<file path="src/hdl/wbgs_pkg.sv">
`timescale 1ns / 1ps
// ----------------------------------------------------------------------------
// wbgs_pkg
// Shared widths, codes and inter-stage beat types of the wrapped bilinear
// grid sampler.
// ----------------------------------------------------------------------------
package wbgs_pkg;

  localparam int GRID_WIDTH_DEF  = 360;
  localparam int GRID_HEIGHT_DEF = 180;

  localparam int FRAC_W    = 8;
  localparam int COORD_X_W = 19;
  localparam int COORD_Y_W = 18;
  localparam int INDEX_W   = 16;
  localparam int VALUE_W   = 8;
  localparam int XI_RAW_W  = COORD_X_W - FRAC_W;
  localparam int YI_RAW_W  = COORD_Y_W - FRAC_W;

  typedef enum logic {
    REQ_WRITE  = 1'b0,
    REQ_SAMPLE = 1'b1
  } req_t;

  typedef logic [FRAC_W-1:0]  frac_t;
  typedef logic [VALUE_W-1:0] byte_t;

  // One beat moving from the coordinate stages into the grid stages.
  typedef struct packed {
    logic  valid;
    logic  sample;
    frac_t fx;
    frac_t fy;
  } beat_t;

  // One sample beat moving from the grid stages into the blend stages.
  typedef struct packed {
    logic  valid;
    logic  last;
    frac_t fx;
    frac_t fy;
    byte_t here;
    byte_t right;
    byte_t below;
    byte_t diag;
  } fetch_t;

endpackage

</file>
<file path="src/hdl/wbgs_blend.sv">
`timescale 1ns / 1ps
// ----------------------------------------------------------------------------
// wbgs_blend
// Stage E blends horizontally (top and bottom rows), stage F blends
// vertically and drives the result strobe.
// ----------------------------------------------------------------------------
module wbgs_blend (
  input  logic             clk,
  input  logic             rst,
  input  wbgs_pkg::fetch_t fetch,
  output logic             sample_valid,
  output wbgs_pkg::byte_t  sample_value
);
  import wbgs_pkg::*;

  function automatic byte_t blend(input byte_t a, input byte_t b, input frac_t f);
    logic [16:0] s;
    s = 17'(a) * (17'd256 - 17'(f)) + 17'(b) * 17'(f);
    return s[15:8];
  endfunction

  logic  e_valid;
  byte_t e_top, e_bot;
  frac_t e_fy;

  always_ff @(posedge clk) begin
    if (rst) begin
      e_valid <= 1'b0;
    end else begin
      e_valid <= fetch.valid;
    end
    e_top <= fetch.last ? fetch.here : blend(fetch.here, fetch.right, fetch.fx);
    e_bot <= blend(fetch.below, fetch.diag, fetch.fx);
    e_fy  <= fetch.last ? '0 : fetch.fy;
  end

  always_ff @(posedge clk) begin
    if (rst) begin
      sample_valid <= 1'b0;
    end else begin
      sample_valid <= e_valid;
    end
    sample_value <= blend(e_top, e_bot, e_fy);
  end

endmodule

</file>
<file path="config.mk">
export PLATFORM = sky130hd
export DESIGN_NAME = wbgs_blend
export DESIGN_NICKNAME = d
export VERILOG_FILES = /design/src/hdl/wbgs_pkg.sv /design/src/hdl/wbgs_blend.sv
export SDC_FILE = /design/constraint.sdc
export NUM_CORES = 1
export LEC_CHECK = 0
export BUFFER_PORTS_ARGS = -buffer_cell sky130_fd_sc_hd__buf_2
export CELL_PAD_IN_SITES_DETAIL_PLACEMENT = 0
export CELL_PAD_IN_SITES_GLOBAL_PLACEMENT = 1
export CORE_MARGIN = 2
export CORE_UTILIZATION = 46
export CTS_CLUSTER_SIZE = 12
export DETAILED_ROUTE_END_ITERATION = 12
export GPL_ROUTABILITY_DRIVEN = 0
export PLACE_DENSITY = 0.8
export REMOVE_ABC_BUFFERS = 1
export SKIP_LAST_GASP = 1
export SYNTH_ARGS = -nofsm -noshare
export SYNTH_HDL_FRONTEND = slang
export SYNTH_SLANG_ARGS = --single-unit
</file>
<file path="constraint.sdc">
create_clock -name clk -period 6.2 [get_ports clk]
set_clock_uncertainty 0.05 [all_clocks]
set_input_delay 0.93 -clock clk [delete_from_list [all_inputs] [get_ports clk]]
set_output_delay 0.93 -clock clk [all_outputs]
set_load 0.01 [all_outputs]
</file>
-- Yosys cells after proc, flatten, opt, wreduce, memory -nomap -nowiden
Index checks and enable logic that the tools add are counted.
- flip-flop bits (word level): 34
- latch bits: 0
- bits in writable memories: 0
- ROM bits: 0
- bits of input ports: 52
- output and inout port bits: 9
- logic and storage cells: 18
- memories: 0
- $add $sub $neg: 5
- $mul: 6
- div/mod/pow operators: 0
- $lt $le $gt $ge: 0
- equal/unequal tests: 0
- shifts and indexed selects: 0
- multiplexer cells: 1
- bitwise logic cells: 0
- reductions and logical operators: 0
- operators by type and width (cell ; number):
    $add 16x16->16 ; 3
    $mul 8x8->16 ; 3
    $mul 9x10->16 ; 2
    $sub 9x8->10 const A ; 2
    $mul 8x17->16 ; 1
    $mux 8 ; 1

-- Logic depth before layout (Yosys ltp)
Gate-level depths: netlist (run 1).
- word-level depth: 4
- depth in mapped cells: 24
- mapped depth without buffers: 23

-- Worst setup path before layout (run 1)
Ideal clock, no wire load.
- path kind: input to register
- from: in fetch[42] in the netlist's numbering
- to: reg e_top[7]
- library setup time: 0.122 ns
- arrival time: 6.544 ns
- data required time: 6.028 ns
- path slack: -0.516 ns
- stages: 22
- path buffers: 2
- cell sequence: clkbuf_1 > nor2_2 > nand3_1 > nor4_1 > xnor2_1 > clkbuf_1 > nand2_1 > fa_1 > fa_1 > inv_1 > fa_1 > fa_1 > fa_1 > inv_1 > fa_1 > inv_1 > ha_1 > a21o_1 > a21oi_1 > o21ai_2 > o2111a_1 > a221o_1
- word-level cells in the longest chain between the ends: 4
- elaborated cells between the ends (all ways): 5
- classes of those cells: add/sub: 2; mul: 2; mux: 1
- RTL lines (what ; line ; RTL):
    start, declared ; wbgs_blend.sv:10 ; input wbgs_pkg::fetch_t fetch,
    $sub 9x8->10 ; wbgs_blend.sv:18 ; s = 17'(a) * (17'd256 - 17'(f)) + 17'(b) * 17'(f);
    $mul 8x17->16 ; wbgs_blend.sv:18 ;
    $add 16x16->16 * ; wbgs_blend.sv:18 ;
    $mux 8 * ; wbgs_blend.sv:32 ; e_top <= fetch.last ? fetch.here : blend(fetch.here, fetch.right, fetch.fx);
    end signal, assigned ; wbgs_blend.sv:32 ;
    end, declared ; wbgs_blend.sv:23 ; byte_t e_top, e_bot;
Every way passes the cells marked *; elsewhere a longest branch is shown, timed or not.
A chain may end at the register's enable or synchronous reset.

-- Worst setup path in the final report (run 1)
Same ends and word-level chain as after synthesis.

==> results of run 1 <==
[logic make-up (layout without fill, tap and decap cells)]
family	after synthesis	count (layout)	synth area share (%)
adder cells (fa/ha/maj)	490	490	58.2
buffers and inverters	487	615	12.7
AND/OR/NAND/NOR	475	475	17.7
AO/OA/AOI/OAI	65	65	3.42
XOR/XNOR	51	51	3.10
flip-flops	34	34	4.73
multiplexers	1	1	0.0782
[cell type report]
class,count,share of cell area [%]
sequential,34,4.12
multi-input combinational,1082,74.6
clock buffer,8,1.01
tap,396,3.00
inverter,437,9.95
timing repair buffer,170,7.35
[metrics by stage]
stage / TNS [ns] / cells / cell area (um2)
floorplan: -1.81 / 1553 / 14200
global placement: -3.92 / 2102 / 15700
detailed placement: -5.42 / 2102 / 15700
CTS: -0.0000275 / 2115 / 16000
global route: -1.28 / 2127 / 16500
finish: -0.0249 / 2127 / 16500
[worst paths after layout]
| check | cells past startpoint | to |
|---|---|---|
| max | 23 | e_top[7] |
| min | 1 | sample_valid |
| max reg2reg | 21 | sample_value[6] |
| min reg2reg | 1 | sample_valid |
[registers in the layout, summed over array words and instances (netlist names)]
name,flops
e_valid,1
e_bot,8
sample_valid,1
sample_value,8
e_top,8
e_fy,8
[placed cells by master, fill, tap and decap left out, drive strengths merged, types with 12 or more instances in the layout]
cell	n
xnor2	36
ha	190
nand2	156
and2	259
inv	437
fa	300
nor2	12
o21ai	16
buf	170
a21oi	13
xor2	15
dfxtp	34
[layer usage]
layer / track usage, % / up-vias
li1: - / 4922
met1: 28.3 / 5305
met2: 36.7 / 194
met3: 2.58 / 36
met4: 5.10 / 0
met5: 0 / -
[timing repair]
action | 4_1_cts | 5_1_grt
resized for setup | 24 | 100
pin swaps | 31 | 52
hold endpoints to repair | 0 | 0
setup buffers | 6 | 13
setup endpoints to repair | 10 | 16
==> impl_metrics.ini, run 1 <==
[setup_path]
start_kind = input port
critPathArrivalTime_ns = 6.35
critPathCaptureType = flip-flop
r2r_start = e_fy[0]
worstPathRequired_ns = 6.33
critPathSlowestCell = fa_2
slowest_delay_ns = 0.55
criticalPathCategory = in2reg
r2r_slack_ns = 0.27
crit_fanout = 4
crit_chain = buf_8, nor2_4, nand3_4, buf_6, nor4_4, xnor2_2, buf_4, nand2_4, fa_1, fa_2, inv_2, fa_1, fa_1, fa_1, inv_1, fa_1, inv_2, ha_4, a21o_1, a21oi_2, o21ai_2, o2111a_1, a221o_1
crit_top_cell = fa_1
critical_path_buf_inv_count = 6
critPathTopFamily = adder cells
startpoint = fetch[42]

[timing]
period_minus_slack_ns = 6.22
rsz0062_at_grt = yes
timing.hold.ws_ns = 0.388
tightestPinTransition_ns = 0.535
hold_viol = 0
max_freq_ghz = 0.161
post-route-worst-setup-slack_ns = -0.0249
final.period_utilization_pct = 100
setup_viol = 1
drv_slew = 0
max-slew-margin-rel_pct = 64.3

[floorplanning]
ios = 61
core_um2 = 30700
start_util_pct = 46.9
die-area_um2 = 32700
die_y_um = 181
rows = 64
die_w_um = 181

[place]
dpl.hpwl_mm = 27.9
portBuffers = 60
dp_worst_setup_slack_ns = -0.519

[finish]
regArea_um2 = 682
utilization_pct = 53.9
drive_gt1_share_pct = 15.7
multiInputGateArea_um2 = 12300
diodes = 0
n_fill_cell = 2889
nets = 2272
area_growth_pct = 14.9

[synth]
yosysMostFrequentCell = inv_1
ys_seq_area_share_pct = 4.73
netlist_instances = 1603
yosysUniqueCellTypes = 52
synth_ff_type = dfxtp_1
synth_area_leaders = fa_1, ha_1, inv_1, and2_1, dfxtp_1
synth-seq-cells = 34
synth_common_cells = inv_1, fa_1, and2_1
synth_area_um2 = 14400
synth_top_cell_area_share_pct = 41.7
synthesis.yosys.warnings = 0
async_flop_share_pct = 0
avgSynthCellArea_um2 = 8.98
yosys.area.top_type = fa_1
synth_edf_count = 0

[job]
maxCapViolations = 0

[cts]
path_clk_slew_ns = 0.06
cts_made_buffers = 5
clock_sinks = 34
clockBufferDepth = 2
cts_tree = built
insertion_delay_ns = 0.29
postCtsHoldBufs = 0
ctsHtreeMaxLevel = 2
root_buffer = clkbuf_16

[global_routing]
gr-total-overflow = 0
grt_pass1_vias = 11500
antenna_found_initial = 0
grt_max_degree = 31
grtUsageTotal_pct = 21.2
grt_pass1_wl_mm = 55.9

[route]
met2_length_mm = 16.3
num_vias = 10500
wl_per_cell_um = 15.4
wl_met3_mm = 1.18
dr.first_iter.drc_count = 459
top_layer_used = met4
via_per_inst = 4.92
drt_wl_total_mm = 32.7
drtAntennaViolNets = 0
drcViolationCount = 0
wl_met1_mm = 14.6
dr.pass1.iters = 5

[hold_path]
hp-class = reg2reg
hold_start = e_valid

[run_status]
run_status = finished with violations
violations = negative setup slack
Power of run 1 is not shown: default switching activity piles up to over one toggle a cycle in this logic, so the estimate is an artifact.
==> inputs of run 2 (changes only) <==
--- a/config.mk
+++ b/config.mk
@@ -14,8 +14,10 @@
 export DETAILED_ROUTE_END_ITERATION = 12
 export GPL_ROUTABILITY_DRIVEN = 0
 export PLACE_DENSITY = 0.8
+export RECOVER_POWER = 50
 export REMOVE_ABC_BUFFERS = 1
 export SKIP_LAST_GASP = 1
 export SYNTH_ARGS = -nofsm -noshare
 export SYNTH_HDL_FRONTEND = slang
 export SYNTH_SLANG_ARGS = --single-unit
+export TNS_END_PERCENT = 30
==> impl_metrics.ini, run 2 (synthesis results as in run 1) <==
[run_status]
run_status = finished with violations
violations = negative setup slack

[job]
maxCapViolations = 0

[route]
dr.pass1.iters = 5
drcViolationCount = 0
drtAntennaViolNets = 0
drt_wl_total_mm = 32.4
dr.first_iter.drc_count = 502
via_per_inst = 4.90
num_vias = 10400
wl_per_cell_um = 15.3

[cts]
clock_sinks = 34
cts_made_buffers = 5
insertion_delay_ns = 0.29
ctsHtreeMaxLevel = 2
cts_tree = built
root_buffer = clkbuf_16
clockBufferDepth = 2
postCtsHoldBufs = 0
path_clk_slew_ns = 0.06

[global_routing]
grt_pass1_wl_mm = 55.9
grt_pass1_vias = 11500
antenna_found_initial = 0
gr-total-overflow = 0
grt_max_degree = 31
grtUsageTotal_pct = 21.2

[floorplanning]
ios = 61
rows = 64
die_y_um = 181
die-area_um2 = 32700
core_um2 = 30700
die_w_um = 181
start_util_pct = 46.9

[timing]
rsz0062_at_grt = yes
period_minus_slack_ns = 6.22
post-route-worst-setup-slack_ns = -0.0212
drv_slew = 0
tightestPinTransition_ns = 0.492
timing.hold.ws_ns = 0.388
setup_viol = 1
max_freq_ghz = 0.161
max-slew-margin-rel_pct = 67.2
final.period_utilization_pct = 100
hold_viol = 0

[setup_path]
startpoint = fetch[42]
critPathArrivalTime_ns = 6.35
critPathTopFamily = adder cells
start_kind = input port
crit_chain = buf_8, nor2_4, nand3_4, nor2_4, xnor2_4, buf_4, nand2_1, fa_1, fa_1, fa_1, inv_1, fa_1, fa_1, fa_1, ha_2, a2111oi_4, o21ai_2, o211ai_4, o21ai_2, o2111a_1, a221o_1
critPathCaptureType = flip-flop
slowest_delay_ns = 0.54
critical_path_buf_inv_count = 3
r2r_start = e_fy[1]
worstPathRequired_ns = 6.33
critPathSlowestCell = fa_1
crit_top_cell = fa_1
crit_fanout = 4
criticalPathCategory = in2reg

[place]
dpl.hpwl_mm = 27.9
portBuffers = 60
place_area_um2 = 15700

[finish]
nets = 2266
area_growth_pct = 13.3
layout_common_cells = inv_1, fa_1, and2_1
fin_area_um2 = 16300
mostFrequentLayoutCell = inv_1
drive_gt1_share_pct = 13.9
diodes = 0

[hold_path]
hp-class = reg2reg
hold_start = e_valid
[run 2: changes by cell type in the layout (fill, tap and decap cells not counted), moves of 3 or more]
cell,before,now
nand2_2,5,2
inv_2,12,9
nand2_1,150,154
buf_6,16,9
ha_4,10,7
inv_1,423,427
[run 2: final timing paths]
check	to	slack [ns]	cells past startpoint
setup / recovery	e_top[7]	-0.02	21
setup reg to reg	sample_value[7]	0.23	20
hold / removal	sample_valid	0.39	1
hold reg to reg	sample_valid	0.39	1
[run 2: routing by layer]
metal,wire length (um),track usage (%),vias up
li1,-,-,4912
met1,14600,28.3,5269
met2,16100,36.7,180
met3,1190,2.58,35
met4,603,5.10,0
met5,0,0,-
[run 2: per-stage QoR]
stage	cells	setup TNS [ns]	util, %	setup slack (ns)
after global placement	2102	-3.92	51.2	-0.409
after floorplan	1553	-1.81	-	-0.363
after global routing	2121	-1.74	53.2	-0.248
after detailed placement	2102	-5.42	51.2	-0.519
final	2121	-0.0212	53.2	-0.0212
after CTS	2115	-0.0000275	52.2	-0.0000275
[run 2: area by class of cell]
cell class	count	area (um2)
Fill cell	2912	14400
Tap cell	396	495
Multi-Input combinational cell	1082	12200
Sequential cell	34	681
Clock buffer	8	166
Inverter	437	1640
Timing Repair Buffer	164	1140
[run 2: repair_timing]
action | 4_1_cts | 5_1_grt
setup buffers | 6 | 7
resized for setup | 24 | 59
pin swaps | 31 | 37
setup endpoints to repair | 10 | 16
Power of run 2 is left out for the same reason.
==> inputs of run 3 (changes only) <==
--- a/config.mk
+++ b/config.mk
@@ -8,6 +8,7 @@
 export BUFFER_PORTS_ARGS = -buffer_cell sky130_fd_sc_hd__buf_2
 export CELL_PAD_IN_SITES_DETAIL_PLACEMENT = 0
 export CELL_PAD_IN_SITES_GLOBAL_PLACEMENT = 1
+export CORE_ASPECT_RATIO = 1.2
 export CORE_MARGIN = 2
 export CORE_UTILIZATION = 46
 export CTS_CLUSTER_SIZE = 12
==> impl_metrics.ini, run 3 (synthesis results as in run 1) <==
[floorplanning]
ios = 61
start_util_pct = 47.0
die-area_um2 = 32700
rows = 70
core_um2 = 30700
die_y_um = 198
die_w_um = 165

[global_routing]
antenna_found_initial = 0
grt_pass1_wl_mm = 54.1
grt_pass1_vias = 11100
grt_max_degree = 31
grtUsageTotal_pct = 21.0
gr-total-overflow = 0

[cts]
root_buffer = clkbuf_16
clock_sinks = 34
postCtsHoldBufs = 0
insertion_delay_ns = 0.29
ctsHtreeMaxLevel = 2
clockBufferDepth = 2
path_clk_slew_ns = 0.05
cts_tree = built
cts_made_buffers = 5

[place]
placed_cells = 2100
dpl.hpwl_mm = 27.9
portBuffers = 60

[run_status]
violations = negative setup slack
run_status = finished with violations

[finish]
mostFrequentLayoutCell = inv_1
stdcell_count = 2126
regArea_um2 = 681
layout_common_cells = inv_1, fa_1, and2_1
n_fill_cell = 2824
diodes = 0
nets = 2272
utilization_pct = 53.6
drive_gt1_share_pct = 13.6
multiInputGateArea_um2 = 12200
area_growth_pct = 14.0

[timing]
post-route-worst-setup-slack_ns = -0.0195
max-slew-margin-rel_pct = 62.4
hold_viol = 0
final.period_utilization_pct = 100
drv_slew = 0
max_freq_ghz = 0.161
tightestPinTransition_ns = 0.560
setup_viol = 1
period_minus_slack_ns = 6.22
setup-tns-final_ns = -0.0195
rsz0062_at_grt = yes
timing.hold.ws_ns = 0.428

[route]
drt_wl_total_mm = 32.7
wl_per_cell_um = 15.4
via_per_inst = 4.91
drcViolationCount = 0
num_vias = 10400
dr.pass1.iters = 5
dr.first_iter.drc_count = 391
drtAntennaViolNets = 0

[setup_path]
critPathArrivalTime_ns = 6.35
worstPathRequired_ns = 6.33
start_kind = input port
crit_fanout = 17
critPathCaptureType = flip-flop
criticalPathCategory = in2reg

[job]
maxCapViolations = 0

[hold_path]
hp-class = reg2reg
run 3: changes by cell type in the layout (fill, tap and decap cells not counted), sizes merged:
cell	before	now
buf	163	168
run 3: per-layer routing:
layer	track usage, %	vias up	share of wire [%]
li1	-	4923	-
met1	27.0	5272	41
met2	38.3	204	53
met3	1.57	47	3.2
met4	4.82	0	2.4
met5	0	-	0
run 3: area by class of cell:
type / count / share of cell area (%)
Sequential cell: 34 / 4.15
Timing Repair Buffer: 170 / 7.72
Tap cell: 396 / 3.02
Multi-Input combinational cell: 1082 / 74.3
Clock buffer: 7 / 0.808
Inverter: 437 / 10.0
run 3: critical path: stages:
cell and delay (ns):
buf_6 0.10, buf_6 0.12, buf_8 0.15, xnor2_2 0.18
buf_6 0.16, buf_4 0.12, buf_4 0.11, nand2_1 0.07
fa_1 0.50, fa_1 0.49, inv_1 0.05, fa_1 0.46
fa_1 0.54, fa_1 0.54, inv_1 0.05, fa_1 0.47
inv_1 0.04, ha_2 0.17, nor3_2 0.23, o211ai_1 0.20
a31oi_4 0.29, buf_6 0.14, o21bai_4 0.07, xor2_1 0.15
run 3: metrics by stage:
| step | setup slack [ns] | instance area (um2) |
|---|---|---|
| after floorplan | -0.363 | 14200 |
| after global placement | -0.437 | 15700 |
| after detailed placement | -0.575 | 15700 |
| after CTS | -0.0209 | 16100 |
| after global routing | -0.217 | 16400 |
| final | -0.0195 | 16400 |
run 3: path summary, 6_finish.rpt:
path,start,to,slack [ns],cells past startpoint
worst max-delay path,fetch[42],e_bot[2],-0.02,24
worst min-delay path,e_valid,sample_valid,0.43,1
worst max register to register,e_fy[3],sample_value[6],0.21,21
worst min register to register,e_valid,sample_valid,0.43,1
run 3: repair_timing:
| action | in CTS | in global routing |
|---|---|---|
| buffers inserted | 8 | 10 |
| gates cloned | 0 | 1 |
| endpoints found under the setup margin | 13 | 22 |
| resized for setup | 40 | 43 |
| pin swaps | 27 | 24 |
Power of run 3 is left out for the same reason.
