## src/hdl/wbgs_pkg.sv

```systemverilog
`timescale 1ns / 1ps
// ----------------------------------------------------------------------------
// wbgs_pkg
// Shared widths, codes and inter-stage beat types of the wrapped bilinear
// grid sampler.
// ----------------------------------------------------------------------------
package wbgs_pkg;

  localparam int GRID_WIDTH_DEF  = 360;
  localparam int GRID_HEIGHT_DEF = 180;

  localparam int FRAC_W    = 8;
  localparam int COORD_X_W = 19;
  localparam int COORD_Y_W = 18;
  localparam int INDEX_W   = 16;
  localparam int VALUE_W   = 8;
  localparam int XI_RAW_W  = COORD_X_W - FRAC_W;
  localparam int YI_RAW_W  = COORD_Y_W - FRAC_W;

  typedef enum logic {
    REQ_WRITE  = 1'b0,
    REQ_SAMPLE = 1'b1
  } req_t;

  typedef logic [FRAC_W-1:0]  frac_t;
  typedef logic [VALUE_W-1:0] byte_t;

  // One beat moving from the coordinate stages into the grid stages.
  typedef struct packed {
    logic  valid;
    logic  sample;
    frac_t fx;
    frac_t fy;
  } beat_t;

  // One sample beat moving from the grid stages into the blend stages.
  typedef struct packed {
    logic  valid;
    logic  last;
    frac_t fx;
    frac_t fy;
    byte_t here;
    byte_t right;
    byte_t below;
    byte_t diag;
  } fetch_t;

endpackage

```

## src/hdl/wbgs_wrap.sv

```systemverilog
`timescale 1ns / 1ps
// ----------------------------------------------------------------------------
// wbgs_wrap
// Two stages: reciprocal multiply, then remainder correction. Turns sample
// coordinates into wrapped cell x/y and write indexes into cell x/y.
// ----------------------------------------------------------------------------
module wbgs_wrap #(
  parameter int GRID_WIDTH  = wbgs_pkg::GRID_WIDTH_DEF,
  parameter int GRID_HEIGHT = wbgs_pkg::GRID_HEIGHT_DEF,
  localparam int XW = $clog2(GRID_WIDTH),
  localparam int YW = $clog2(GRID_HEIGHT)
) (
  input  logic                                   clk,
  input  logic                                   rst,
  input  logic                                   in_valid,
  input  logic                                   req_type,
  input  logic [wbgs_pkg::INDEX_W-1:0]           write_index,
  input  logic [wbgs_pkg::VALUE_W-1:0]           write_value,
  input  logic signed [wbgs_pkg::COORD_X_W-1:0]  coord_x,
  input  logic signed [wbgs_pkg::COORD_Y_W-1:0]  coord_y,
  output wbgs_pkg::beat_t                        beat,
  output logic [XW-1:0]                          xi,
  output logic [YW-1:0]                          yi,
  output wbgs_pkg::byte_t                        wdata
);
  import wbgs_pkg::*;

  localparam int SX = 2 * XI_RAW_W;
  localparam int SY = 2 * YI_RAW_W;
  localparam int SI = INDEX_W + 10;
  localparam longint unsigned MX = ((64'd1 << SX) + GRID_WIDTH - 1) / GRID_WIDTH;
  localparam longint unsigned MY = ((64'd1 << SY) + GRID_HEIGHT - 1) / GRID_HEIGHT;
  localparam longint unsigned MI = ((64'd1 << SI) + GRID_WIDTH - 1) / GRID_WIDTH;
  localparam int OFFX  = (1 << (XI_RAW_W - 1)) % GRID_WIDTH;
  localparam int OFFY  = (1 << (YI_RAW_W - 1)) % GRID_HEIGHT;
  localparam int CELLS = GRID_WIDTH * GRID_HEIGHT;
  localparam int RX = XI_RAW_W + 2;
  localparam int RY = YI_RAW_W + 2;
  localparam int RI = INDEX_W + 2;

  // stage A: offset integer parts, multiply by reciprocals
  logic [XI_RAW_W-1:0]    ux;
  logic [YI_RAW_W-1:0]    uy;
  logic [XI_RAW_W+SX-1:0] px;
  logic [YI_RAW_W+SY-1:0] py;
  logic [INDEX_W+SI-1:0]  pi;

  assign ux = {~coord_x[COORD_X_W-1], coord_x[COORD_X_W-2:FRAC_W]};
  assign uy = {~coord_y[COORD_Y_W-1], coord_y[COORD_Y_W-2:FRAC_W]};
  assign px = (XI_RAW_W+SX)'(ux) * (XI_RAW_W+SX)'(MX);
  assign py = (YI_RAW_W+SY)'(uy) * (YI_RAW_W+SY)'(MY);
  assign pi = (INDEX_W+SI)'(write_index) * (INDEX_W+SI)'(MI);

  beat_t               a_beat;
  logic [XI_RAW_W-1:0] a_ux;
  logic [YI_RAW_W-1:0] a_uy;
  logic [XI_RAW_W-1:0] a_qx;
  logic [YI_RAW_W-1:0] a_qy;
  logic [INDEX_W-1:0]  a_idx;
  logic [INDEX_W-1:0]  a_qi;
  byte_t               a_wdata;

  always_ff @(posedge clk) begin
    if (rst) begin
      a_beat.valid <= 1'b0;
    end else begin
      a_beat.valid <= in_valid &&
                      (req_type == REQ_SAMPLE || 32'(write_index) < CELLS);
    end
    a_beat.sample <= (req_type == REQ_SAMPLE);
    a_beat.fx     <= coord_x[FRAC_W-1:0];
    a_beat.fy     <= coord_y[FRAC_W-1:0];
    a_ux          <= ux;
    a_uy          <= uy;
    a_qx          <= px[XI_RAW_W+SX-1:SX];
    a_qy          <= py[YI_RAW_W+SY-1:SY];
    a_idx         <= write_index;
    a_qi          <= pi[INDEX_W+SI-1:SI];
    a_wdata       <= write_value;
  end

  // stage B: remainders with correction, remove the offset
  logic [RX-1:0]      rx0, rx1, rx2, rx3;
  logic [RY-1:0]      ry0, ry1, ry2, ry3;
  logic [RI-1:0]      ri0, ix;
  logic [INDEX_W-1:0] iy;
  logic               ri_neg;

  always_comb begin
    rx0 = RX'(a_ux) - RX'(a_qx) * RX'(GRID_WIDTH);
    rx1 = rx0[RX-1] ? rx0 + RX'(GRID_WIDTH) : rx0;
    rx2 = rx1 - RX'(OFFX);
    rx3 = rx2[RX-1] ? rx2 + RX'(GRID_WIDTH) : rx2;
    ry0 = RY'(a_uy) - RY'(a_qy) * RY'(GRID_HEIGHT);
    ry1 = ry0[RY-1] ? ry0 + RY'(GRID_HEIGHT) : ry0;
    ry2 = ry1 - RY'(OFFY);
    ry3 = ry2[RY-1] ? ry2 + RY'(GRID_HEIGHT) : ry2;
    ri0    = RI'(a_idx) - RI'(a_qi) * RI'(GRID_WIDTH);
    ri_neg = ri0[RI-1];
    ix     = ri_neg ? ri0 + RI'(GRID_WIDTH) : ri0;
    iy     = a_qi - INDEX_W'(ri_neg);
  end

  always_ff @(posedge clk) begin
    if (rst) begin
      beat.valid <= 1'b0;
    end else begin
      beat.valid <= a_beat.valid;
    end
    beat.sample <= a_beat.sample;
    beat.fx     <= a_beat.fx;
    beat.fy     <= a_beat.fy;
    xi          <= a_beat.sample ? rx3[XW-1:0] : ix[XW-1:0];
    yi          <= a_beat.sample ? ry3[YW-1:0] : iy[YW-1:0];
    wdata       <= a_wdata;
  end

  a_cell_in_grid: assert property (@(posedge clk) disable iff (rst)
    beat.valid |-> (32'(xi) < GRID_WIDTH && 32'(yi) < GRID_HEIGHT))
    else $error("cell coordinate outside the grid");

endmodule

```

## config.mk

```make
export PLATFORM = sky130hd
export DESIGN_NAME = wbgs_wrap
export DESIGN_NICKNAME = d
export VERILOG_FILES = /design/src/hdl/wbgs_pkg.sv /design/src/hdl/wbgs_wrap.sv
export SDC_FILE = /design/constraint.sdc
export NUM_CORES = 1
export LEC_CHECK = 0
export BUFFER_PORTS_ARGS = -buffer_cell sky130_fd_sc_hd__buf_2
export CAP_MARGIN = 20
export CORE_MARGIN = 4
export CORE_UTILIZATION = 55
export CTS_CLUSTER_SIZE = 14
export DETAILED_ROUTE_END_ITERATION = 16
export PLACE_DENSITY = 0.74
export REMOVE_ABC_BUFFERS = 1
export SETUP_SLACK_MARGIN = 0.15
export SLEW_MARGIN = 20
export SYNTH_ARGS = -nofsm -noshare
export SYNTH_HDL_FRONTEND = slang
export SYNTH_SLANG_ARGS = --single-unit
export TNS_END_PERCENT = 20
```

## constraint.sdc

```tcl
create_clock -name clk -period 15.8 [get_ports clk]
set_input_delay 0.79 -clock clk [delete_from_list [all_inputs] [get_ports clk]]
set_output_delay 0.79 -clock clk [all_outputs]
set_load 0.01 [all_outputs]
```

# ---- Word level (Yosys, flattened, before mapping)
# Cells that the tools add are included.
dict set report word_totals {
  word_cells 47
  input_bits 65
  regBits 120
}
dict set report op_classes {
  n_lt_le_gt_ge 1
  add_sub_neg 11
  bitwise 2
  n_reduce_logical 2
  multipliers 6
  n_mux 7
}
# op count
set op_table {}
lappend op_table {{$mul 16x17->33 const B} 1}
lappend op_table {{$mux 9} 3}
lappend op_table {{$mul 11x14->25 const B} 1}
lappend op_table {{$mul 10x12->22 const B} 1}
lappend op_table {{$add 9x9->9 const B} 2}
lappend op_table {{$mul 3x6->9 const B} 2}
lappend op_table {{$sub 16x17->18} 1}
lappend op_table {{$lt 16x16->1 const B} 1}
lappend op_table {{$mux 8} 2}
lappend op_table {{$mul 8x6->14 const B} 1}
lappend op_table {{$add 13x9->13 const B} 1}
lappend op_table {{$mux 13} 1}
lappend op_table {{$sub 11x12->13} 1}
lappend op_table {{$sub 13x9->13 const B} 1}
lappend op_table {{$add 12x8->12 const B} 1}
lappend op_table {{$mux 12} 1}
lappend op_table {{$sub 10x11->12} 1}
lappend op_table {{$sub 12x8->12 const B} 1}
lappend op_table {{$add 8x8->8 const B} 1}
lappend op_table {{$sub 8x1->8} 1}
lappend op_table {{$not 1->1} 2}
lappend op_table {{$logic_and 1x1->1} 1}
lappend op_table {{$logic_or 1x1->1} 1}

# ---- Longest topological paths before layout
# Gate-level depths: netlist (run 1).
dict set report logic_depth {
  ltp_word 8
  ltp_mapped 28
}

# ---- Worst setup path after synthesis (run 1)
# OpenSTA, ideal clock, no wires.
dict set report synth_timing {
  path_type {input to register}
  from {input port write_index[13] (netlist name)}
  to {register a_qi[7]}
  path_stages 21
  arrival_time_ns 5.683
  setup_slack_ns 10.044
  path_cell_list {fa_1 -> inv_1 -> fa_1 -> inv_1 -> fa_1 -> inv_1 -> fa_1 -> fa_1 -> fa_1 -> inv_1 -> ha_1 -> a21o_1 -> a21o_1 -> a21o_1 -> a21oi_1 -> o211ai_1 -> a31oi_1 -> o21ai_0 -> a211o_1 -> a21oi_1 -> xnor2_1}
}
dict set report synth_between {
  elab_chain_cells 1
}
# element line
set synth_rtl {}
lappend synth_rtl {{from (decl)} wbgs_wrap.sv:17} ;# input logic [wbgs_pkg::INDEX_W-1:0] write_index,
lappend synth_rtl {{$mul 16x17->33} wbgs_wrap.sv:52} ;# assign pi = (INDEX_W+SI)'(write_index) * (INDEX_W+SI)'(MI);
lappend synth_rtl {{via pi[33]} wbgs_wrap.sv:46} ;# logic [INDEX_W+SI-1:0] pi;
lappend synth_rtl {{to (signal assigned)} wbgs_wrap.sv:78} ;# a_qi <= pi[INDEX_W+SI-1:SI];
lappend synth_rtl {{to (decl)} wbgs_wrap.sv:60} ;# logic [INDEX_W-1:0] a_qi;
# The timed path passes the listed nets, and every way through them passes these cells.
# A chain may end at the register's enable or synchronous reset.

# ---- Worst setup path after layout (run 1)
dict set report layout_timing {
  from {register a_qi[3]}
  to {register yi[6]}
}
dict set report layout_between {
  elab_chain_cells 4
}
# element line
set layout_rtl {}
lappend layout_rtl {{$mul 8x6->14} wbgs_wrap.sv:98} ;# ri0 = RI'(a_idx) - RI'(a_qi) * RI'(GRID_WIDTH);
lappend layout_rtl {{$sub 16x17->18} wbgs_wrap.sv:98}
lappend layout_rtl {{$sub 8x1->8 (*)} wbgs_wrap.sv:101} ;# iy = a_qi - INDEX_W'(ri_neg);
lappend layout_rtl {{$mux 8 (*)} wbgs_wrap.sv:114} ;# yi <= a_beat.sample ? ry3[YW-1:0] : iy[YW-1:0];
lappend layout_rtl {{to (signal assigned)} wbgs_wrap.sv:114}
lappend layout_rtl {{to (decl)} wbgs_wrap.sv:23} ;# output logic [YW-1:0] yi,
# Mark *: on every way between the ends. The rest lies on a longest branch, timed or not.

==> out/summary.md, run 1 <==
For this design the top-level I/O count stands at 108. The total congestion overflow after global routing came out at 0. The highest attainable clock frequency came out at 171 MHz. The fraction of synthesized area in multiplexers is 1.14%. The tools report the final RePlAce weighted congestion as 0.894. The worst setup path is captured at a flip-flop.

The detail route stage leaves a number of antenna-violating nets equal to 0. The starting density of the core is 56.3%, and the setup TNS is 0 ns. The tools report the normalized max-slew margin as 47.3%. The post-CTS repair timing setup buffer count came out at 0. Of all cell types, the one taking the most synthesized area is sky130_fd_sc_hd__ha_1. The synthesized design contains 0 enable-type register cells.

The worst-case clock skew is 0.0246 ns, and the total number of clock tree sinks is 120. The first detailed-routing pass ran for 6 iterations. For the total global routing track utilization, the log shows 20.9%. The commonest register cell after synthesis is sky130_fd_sc_hd__dfxtp_1. Summing the areas of all compound-gate instances in the mapped netlist gives 9.63% of the synthesized area. In this run the critical register-to-register path is launched from a_qi[3].

The setup check on the worst reg-to-reg path leaves a slack of 9.97 ns. The repair_antennas step left the layout with diodes totalling 0. Counting the buffers created by CTS gives 17. The parity-gate share of the synthesized area counting xor and xnor cells works out to 4.94%. Setup repair after global routing left no endpoint under its margin. Main combinational cell family by area after synthesis: adder cells. The overall routed net length was 27900 um.

After clock tree synthesis, the flow added hold-fix buffers numbering 0. The worst hold path passes through 0 cells. Number of pins exceeding their max-slew limit in the final report: 0.

The tightest min-delay check is of the reg -> reg type. The final critical path time including I/O delays and setup is 5.83 ns, and the number of DRC markers after the initial detailed-route iteration is 328. At the worst endpoint, the required time is 16.07 ns. The period utilization was 36.9%; the synthesized instance count was 1443.

For the worst flop-to-flop path, the logic depth is 27. The tools report the root buffer selected by CTS as sky130_fd_sc_hd__clkbuf_16. The first global-routing pass estimated 49100 um of wire. Dividing the detail-routed wire length by the instance count gives 14.7 um.

After clock tree synthesis, the clock-pin slew on the worst setup and hold paths is 0.06 ns. CTS built an H-tree with a depth of 4. The number of different library cells used by synthesis comes to 73. Max-cap violations in this run came to 0. The via count normalized by instance count was 5.21; the post-synthesis share of cell area spent on and, or, nand and nor gates was 6.49%.

In this run the most critical hold path is launched from a_wdata[0]. The setup path with the least slack is of type reg -> reg. For this run, the number of Yosys warnings is 0. For this run, the post-layout net count is 2129. In this run the standard cell core region covers 25400 um^2. TritonCTS built the clock tree.

The sequential share of the synthesized area is 16.8%, and the remaining design rule violation count is 0. Setup violations remaining at the end of the flow were counted as 0. The synthesized area per cell was 9.90 um^2; the fraction of post-synthesis cell area in the top cell type by area was 30.6%. For the pin count of the biggest net entering global routing, the log shows 38. The endpoint of the worst hold path is wdata[0].

The fraction of registers with async set/reset came out at 0%. Synthesis-to-layout area growth: 10.5%. The via count of the first global-routing pass is 10500, and the insertion delay of the later-clocked pin in the worst-skew pair is 0.42 ns. Along the worst path, the maximum fanout reaches 7.

The die is 169 um tall. Synthesis inferred 120 register bits. The initial antenna violation count is 0, and the actual slew at the worst max-slew pin is 0.778 ns.

The area share of fa/ha/maj cells after synthesis is 51.8%, and the overall die area is 28600 um^2. The half-perimeter wire length of the detailed placement result was 24600 um. The floorplan has 58 rows. The run finished with clean final reports.

Data on the critical path arrives at its endpoint at 6.10 ns. The run gives 0 as the final number of hold-violating endpoints. For the cell area after synthesis, the log shows 14300 um^2. The tools report the worst reg2reg path endpoint as yi[6]. The count of buffers from port buffering came out at 107. Yosys attributes the largest share of cell area to sky130_fd_sc_hd__ha_1 (31%), sky130_fd_sc_hd__fa_1 (21%), sky130_fd_sc_hd__dfxtp_1 (17%).

No sink is reached through more buffers than the 2 on the longest clock path. Width of the die: 169 um. The tools report the quantity of gates resized following cts as 0. Across all layers, the routed design uses 9927 vias. Cells with a size suffix above 1 make up 10.5% of the layout. STA classifies the critical path startpoint as a flip-flop.
critical path: stages (launching register included):
cell and delay (ns):
sky130_fd_sc_hd__dfxtp_1 0.43, sky130_fd_sc_hd__ha_1 0.31, sky130_fd_sc_hd__xor2_1 0.18, sky130_fd_sc_hd__ha_1 0.27
sky130_fd_sc_hd__inv_1 0.05, sky130_fd_sc_hd__fa_1 0.51, sky130_fd_sc_hd__inv_1 0.04, sky130_fd_sc_hd__ha_1 0.31
sky130_fd_sc_hd__nor2b_1 0.14, sky130_fd_sc_hd__o21ai_0 0.14, sky130_fd_sc_hd__nand2b_1 0.11, sky130_fd_sc_hd__a21o_1 0.19
sky130_fd_sc_hd__a21o_1 0.19, sky130_fd_sc_hd__a21o_1 0.18, sky130_fd_sc_hd__a21oi_1 0.18, sky130_fd_sc_hd__xor2_1 0.19
sky130_fd_sc_hd__ha_1 0.21, sky130_fd_sc_hd__or3_1 0.12, sky130_fd_sc_hd__nor3_1 0.05, sky130_fd_sc_hd__nor4_1 0.61
sky130_fd_sc_hd__nand2_1 0.34, sky130_fd_sc_hd__ha_1 0.27, sky130_fd_sc_hd__ha_1 0.20, sky130_fd_sc_hd__nand2_1 0.10
sky130_fd_sc_hd__nor3_1 0.06, sky130_fd_sc_hd__xor2_1 0.14, sky130_fd_sc_hd__nor2_1 0.11, sky130_fd_sc_hd__a31oi_1 0.05
sequential cells by signal, summed over array words and instances (netlist names), 8 cells and up:
signal / count
a_qi: 8
wdata: 8
a_idx: 16
a_ux: 11
a_wdata: 8
beat: 18
a_uy: 10
a_beat: 18
xi: 9
yi: 8
per-layer routing:
| metal | GRT usage, % | wire, um | vias up |
|---|---|---|---|
| met3 | 2.96 | 1080 | 35 |
| met5 | 0 | 0 | - |
| met2 | 36.1 | 13700 | 181 |
| met1 | 27.5 | 12600 | 4726 |
| met4 | 5.74 | 510 | 0 |
| li1 | - | - | 4985 |
worst max path at each step:
stage	startpoint	end	slack, ns	cells past startpoint
2_1_floorplan	write_index[13]	a_qi[7]	10.04	21
6_report	a_qi[3]	yi[6]	9.97	27
3_5_place_dp	write_index[13]	a_qi[7]	9.50	22
5_1_grt	a_qi[3]	yi[6]	9.51	27
4_1_cts	write_index[13]	a_qi[7]	9.95	22
3_3_place_gp	write_index[13]	a_qi[7]	9.69	22
through the flow:
step / hold slack (ns) / utilization [%] / instances / setup slack (ns) / area (um^2)
finish: 0.324 / 62.2 / 1905 / 9.97 / 15800
floorplan: 0.310 / - / 1436 / 10.04 / 14300
global placement: 0.310 / 59.9 / 1874 / 9.69 / 15200
global route: 0.325 / 62.2 / 1905 / 9.51 / 15800
CTS: 0.320 / 62.2 / 1905 / 9.95 / 15800
detailed placement: 0.312 / 59.9 / 1874 / 9.50 / 15200
area by class of cell:
class | instances | area (um^2)
fillers | 2170 | 9600
clock inverters | 13 | 146
inverters | 341 | 1280
repair buffers | 108 | 543
well taps | 330 | 413
multi-input cells | 975 | 10600
clock buffers | 18 | 429
flip-flops and latches | 120 | 2400
cell families after synthesis:
| family | after synthesis |
|---|---|
| AOI/OAI and AO/OA | 202 |
| xor gates and xnor gates | 78 |
| adders and majority gates | 501 |
| buffers and inverters | 348 |
| DFF | 120 |
| muxes | 14 |
| and+or+nand+nor | 180 |
cell usage in the layout (no fill, tap or decap), types with 14 or more instances in the layout:
| master | n |
|---|---|
| sky130_fd_sc_hd__a21o_1 | 27 |
| sky130_fd_sc_hd__a21oi_1 | 50 |
| sky130_fd_sc_hd__buf_2 | 107 |
| sky130_fd_sc_hd__clkbuf_16 | 17 |
| sky130_fd_sc_hd__dfxtp_1 | 120 |
| sky130_fd_sc_hd__fa_1 | 152 |
| sky130_fd_sc_hd__ha_1 | 349 |
| sky130_fd_sc_hd__inv_1 | 341 |
| sky130_fd_sc_hd__nand2_1 | 31 |
| sky130_fd_sc_hd__nor2_1 | 54 |
| sky130_fd_sc_hd__nor3_1 | 24 |
| sky130_fd_sc_hd__o21a_1 | 14 |
| sky130_fd_sc_hd__o21ai_0 | 34 |
| sky130_fd_sc_hd__xnor2_1 | 46 |
| sky130_fd_sc_hd__xor2_1 | 29 |
synth_stat cells, types with 6 or more instances:
cell type / instances
sky130_fd_sc_hd__xnor2_1: 46
sky130_fd_sc_hd__nor2_1: 54
sky130_fd_sc_hd__nor3_1: 24
sky130_fd_sc_hd__o211ai_1: 9
sky130_fd_sc_hd__dfxtp_1: 120
sky130_fd_sc_hd__nor2b_1: 10
sky130_fd_sc_hd__inv_1: 341
sky130_fd_sc_hd__nand3_1: 8
sky130_fd_sc_hd__nand2b_1: 6
sky130_fd_sc_hd__o21a_1: 14
sky130_fd_sc_hd__a21o_1: 27
sky130_fd_sc_hd__or3_1: 9
sky130_fd_sc_hd__nor3b_1: 6
sky130_fd_sc_hd__ha_1: 349
sky130_fd_sc_hd__mux2i_1: 7
sky130_fd_sc_hd__nand2_1: 31
sky130_fd_sc_hd__a31oi_1: 10
sky130_fd_sc_hd__xor2_1: 29
sky130_fd_sc_hd__o21ai_0: 34
sky130_fd_sc_hd__fa_1: 152
sky130_fd_sc_hd__a21oi_1: 50
sky130_fd_sc_hd__clkbuf_1: 6
Power of run 1 is not shown: default switching activity piles up to over one toggle a cycle in this logic, so the estimate is an artifact.
==> run 2: changes to the inputs <==
--- a/config.mk
+++ b/config.mk
@@ -5,13 +5,14 @@
 export SDC_FILE = /design/constraint.sdc
 export NUM_CORES = 1
 export LEC_CHECK = 0
+export ABC_AREA = 1
 export BUFFER_PORTS_ARGS = -buffer_cell sky130_fd_sc_hd__buf_2
 export CAP_MARGIN = 20
 export CORE_MARGIN = 4
 export CORE_UTILIZATION = 55
 export CTS_CLUSTER_SIZE = 14
 export DETAILED_ROUTE_END_ITERATION = 16
-export PLACE_DENSITY = 0.74
+export PLACE_DENSITY = 0.77
 export REMOVE_ABC_BUFFERS = 1
 export SETUP_SLACK_MARGIN = 0.15
 export SLEW_MARGIN = 20
==> constraint.sdc (replaced) <==
create_clock -name clk -period 4.7 [get_ports clk]
set_input_delay 0.235 -clock clk [delete_from_list [all_inputs] [get_ports clk]]
set_output_delay 0.235 -clock clk [all_outputs]
set_load 0.01 [all_outputs]
==> out/summary.md, run 2 <==
Total congestion overflow after global routing: 0 (unchanged). The post-layout instance count excluding filler cells came out at 2481 (+30%). STA classifies the critical path endpoint as a flip-flop. Register cell area after layout: 2420 um^2 (+0.63%).

STA classifies the critical path startpoint as a flip-flop. Maximum cell stage delay along the critical path: 0.51 ns (-0.10 ns). The class of the most critical setup path is reg -> reg. The number of inserted filler cells in the final layout came out at 2078 (-4.2%). The run gives 4 (unchanged) as the level count of the clock H-tree. The overall routed net length is 36300 um (+30%), and the sequential share of the synthesized area is 15.7% (-1.1 points).

The number of cells in the design after placement is 2407 (+28%), and the number of placement rows is 60 (+3.4%). Number of DRC markers after the initial detailed-route iteration: 677 (+110%). The clock-pin transition on the worst setup and hold timing paths was 0.07 ns (about the same); the largest fanout on the critical path was 3 (-4).

The total number of clock tree sinks came out at 120 (unchanged). The most frequent standard cell in the layout excluding fill and tap cells is sky130_fd_sc_hd__inv_1. Number of placed I/O pins: 108 (unchanged). The final reports fail on setup timing. The highest attainable clock frequency is 211 MHz (+23%), and the worst-case clock skew is 0.00990 ns (-0.0147 ns). The logs give 1834 (+27%) for the synthesized instance count and 8 (+2) for the number of search-and-repair iterations in the first detailed-routing pass. The count of unique library cells instantiated by Yosys is 49 (-33%), and the final critical-path setup slack is -0.0459 ns (-10.01 ns). The final RePlAce weighted congestion is 0.935 (+4.7%). The logs give 1660 um (+54%) for the detailed route wirelength on metal3 and 39.2% (-8.1 points) for the normalized max-slew margin. The tools report the insertion delay of the later-clocked pin in the worst-skew pair as 0.43 ns (about the same).

In the synthesized netlist, the cells that appear most often are sky130_fd_sc_hd__inv_1 (442), sky130_fd_sc_hd__ha_1 (349), sky130_fd_sc_hd__nand2_1 (324), sky130_fd_sc_hd__fa_1 (152), sky130_fd_sc_hd__dfxtp_1 (120). The overall die area was 30600 um^2 (+6.8%); the number of warnings issued by yosys was 0 (unchanged). Clock tree synthesis selected as its root buffer the cell sky130_fd_sc_hd__clkbuf_16. The fraction of final layout cells sized beyond drive strength 1 was 16.5% (+6.0 points). The uppermost metal layer occupied by signal nets was met4. The worst hold-check slack was 0.0126 ns (-0.311 ns). The tools report the first-pass GRT wire length as 61600 um (+25%). The commonest register cell after synthesis is sky130_fd_sc_hd__dfxtp_1.

The run gives 3 (+3) as the setup-violating endpoint count in the final report. TritonCTS built the clock tree. By instance count, the cell type seen most on the critical path is sky130_fd_sc_hd__nand2_1. In the final layout, the registers with the most flip-flops are a_beat x18, beat x18, a_idx x16.

The actual slew at the worst max-slew pin came out at 0.911 ns (+0.132 ns). The number of pins exceeding their max-slew limit in the final report is 0 (unchanged). For the final number of hold-violating endpoints, the log shows 0 (unchanged). The top cell type by total area after synthesis is sky130_fd_sc_hd__ha_1. The fraction of post-synthesis cell area in the top cell type by area is 28.5% (-2.0 points), and the detailed-route wire length per cell is 14.6 um (-0.31%).

The die height works out to 175 um (+3.3%). The width of the die is 175 um (+3.3%). The final critical path time including I/O delays and setup is 4.75 ns (-1.09 ns), and the period utilization is 101% (+64 points). In the layout the commonest cells are sky130_fd_sc_hd__inv_1 (434), sky130_fd_sc_hd__ha_1 (336), sky130_fd_sc_hd__nand2_1 (317). The logs give 15300 um^2 (+7.1%) for the cell area after synthesis and 5.11 ns (-0.99 ns) for the data arrival time of the critical path. The most common cell in the synthesized netlist is sky130_fd_sc_hd__inv_1.

The tools report the post-route met1 wirelength as 15500 um (+23%). The synthesis-to-layout area growth was 19.6%; the via count of the first global-routing pass was 13300 (+27%). The net count of the finished layout is 2661 (+25%). The number of flops mapped to enable cells by yosys was 0 (unchanged); the required time reported for the critical path endpoint was 5.07 ns (-11.00 ns).

Via count normalized by instance count: 5.10 (-2.2%). The synthesized flop and latch total works out to 120 (unchanged). The largest individual stage delay along the critical path comes from the cell sky130_fd_sc_hd__fa_1.

The logs give 29400 um (+20%) for the half-perimeter wire length of the detailed placement result and 12600 (+27%) for the detailed-route via count. The synthesized area per cell works out to 8.35 um^2 (-16%). The detailed route wirelength on metal2 was 18400 um (+34%). The tools report the TritonCTS buffer count as 17 (unchanged). Setup repair after global routing could not meet its margin everywhere. The pin count of the biggest net entering global routing came out at 23 (-39%). The combined area of the multi-input logic cells came out at 11500 um^2 (+8.7%). By area the synthesized netlist is led by sky130_fd_sc_hd__ha_1 (29%), sky130_fd_sc_hd__fa_1 (20%), sky130_fd_sc_hd__dfxtp_1 (16%). The total of max-cap violations is 0 (unchanged). The run finished, with violations left. The logs give 56.3% (+0.078 points) for the starting density of the core and 2 (unchanged) for the worst-case clock buffer depth. The kind of path behind the tightest hold check is in -> reg.

The post-layout utilization of the core is 67.4% (+5.2 points). The tools report the total core area as 27200 um^2 (+7.0%). The setup TNS was -0.0861 ns (-0.0861 ns). For the remaining design rule violation count, the log shows 0 (unchanged). The tools report the total global routing track utilization as 24.2% (+3.4 points).

The number of nets with antenna violations after routing is 0 (unchanged), and the count of buffers from port buffering is 107 (unchanged). The fraction of registers with async set/reset was 0% (unchanged). The initial antenna violation count came out at 0 (unchanged).
[run 2: cell types whose count changed in the layout (fill, tap and decap cells not counted), sizes merged, moves of 25 or more]
cell,change
nand3,+86
dlygate4sd3,+33
inv,+113
a21oi,+26
xnor2,-25
buf,+105
nand2,+313
[run 2: final cells by class]
type	count	area share, %
multi-input cells	1262	62.8
flip-flops and latches	120	13.2
inverters	448	9.18
repair buffers	246	9.15
well taps	372	2.54
clock buffers	17	2.32
clock inverters	15	0.826
diodes	1	0.0137
[run 2: critical path: cells and delay by family (launching register included)]
| family | cells | cell delay [ns] |
|---|---|---|
| XOR/XNOR | 3 | 0.55 |
| adder cells (fa/ha/maj) | 6 | 1.69 |
| buffers and inverters | 4 | 0.33 |
| AND/OR/NAND/NOR | 12 | 0.99 |
| flip-flops | 1 | 0.38 |
| AO/OA/AOI/OAI | 5 | 0.74 |
[run 2: final timing paths]
path | start | endpoint | slack [ns] | depth (start not counted)
setup / recovery | a_qi[3] | yi[7] | -0.05 | 30
hold / removal | coord_y[9] | a_uy[1] | 0.01 | 1
setup reg to reg | a_qi[3] | yi[7] | -0.05 | 30
hold reg to reg | a_beat[12] | beat[12] | 0.33 | 0
[run 2: logic make-up (layout without fill, tap and decap cells)]
logic type | Yosys count | count (layout) | synth area share, %
compound gates | 152 | 152 | 5.78
buf+inv | 452 | 726 | 11.2
fa+ha+maj | 501 | 501 | 48.4
simple gates | 561 | 561 | 16.2
xor+xnor | 48 | 48 | 2.79
flops | 120 | 120 | 15.7
other cells | 0 | 1 | 0
[run 2: metal layers]
metal / global-route usage (%) / up-vias
met5: 0 / -
met4: 5.99 / 0
met3: 3.85 / 63
met2: 44.1 / 311
met1: 30.0 / 5962
li1: - / 6307
[run 2: per-stage QoR]
stage	setup WS (ns)	instance area, um^2
2_1_floorplan	0.0139	15300
3_3_place_gp	-0.404	17000
4_1_cts	0.138	18100
6_report	-0.0459	18300
5_1_grt	-0.281	18300
3_5_place_dp	-0.424	17000
[run 2: what timing repair did]
item / 4_1_cts / 5_1_grt
gates resized for setup: 36 / 42
buffers inserted: 5 / 3
hold endpoints to repair: 34 / 0
pin swaps: 30 / 24
endpoints found under the setup margin: 10 / 22
hold buffers: 33 / 0
Power of run 2 is left out for the same reason.
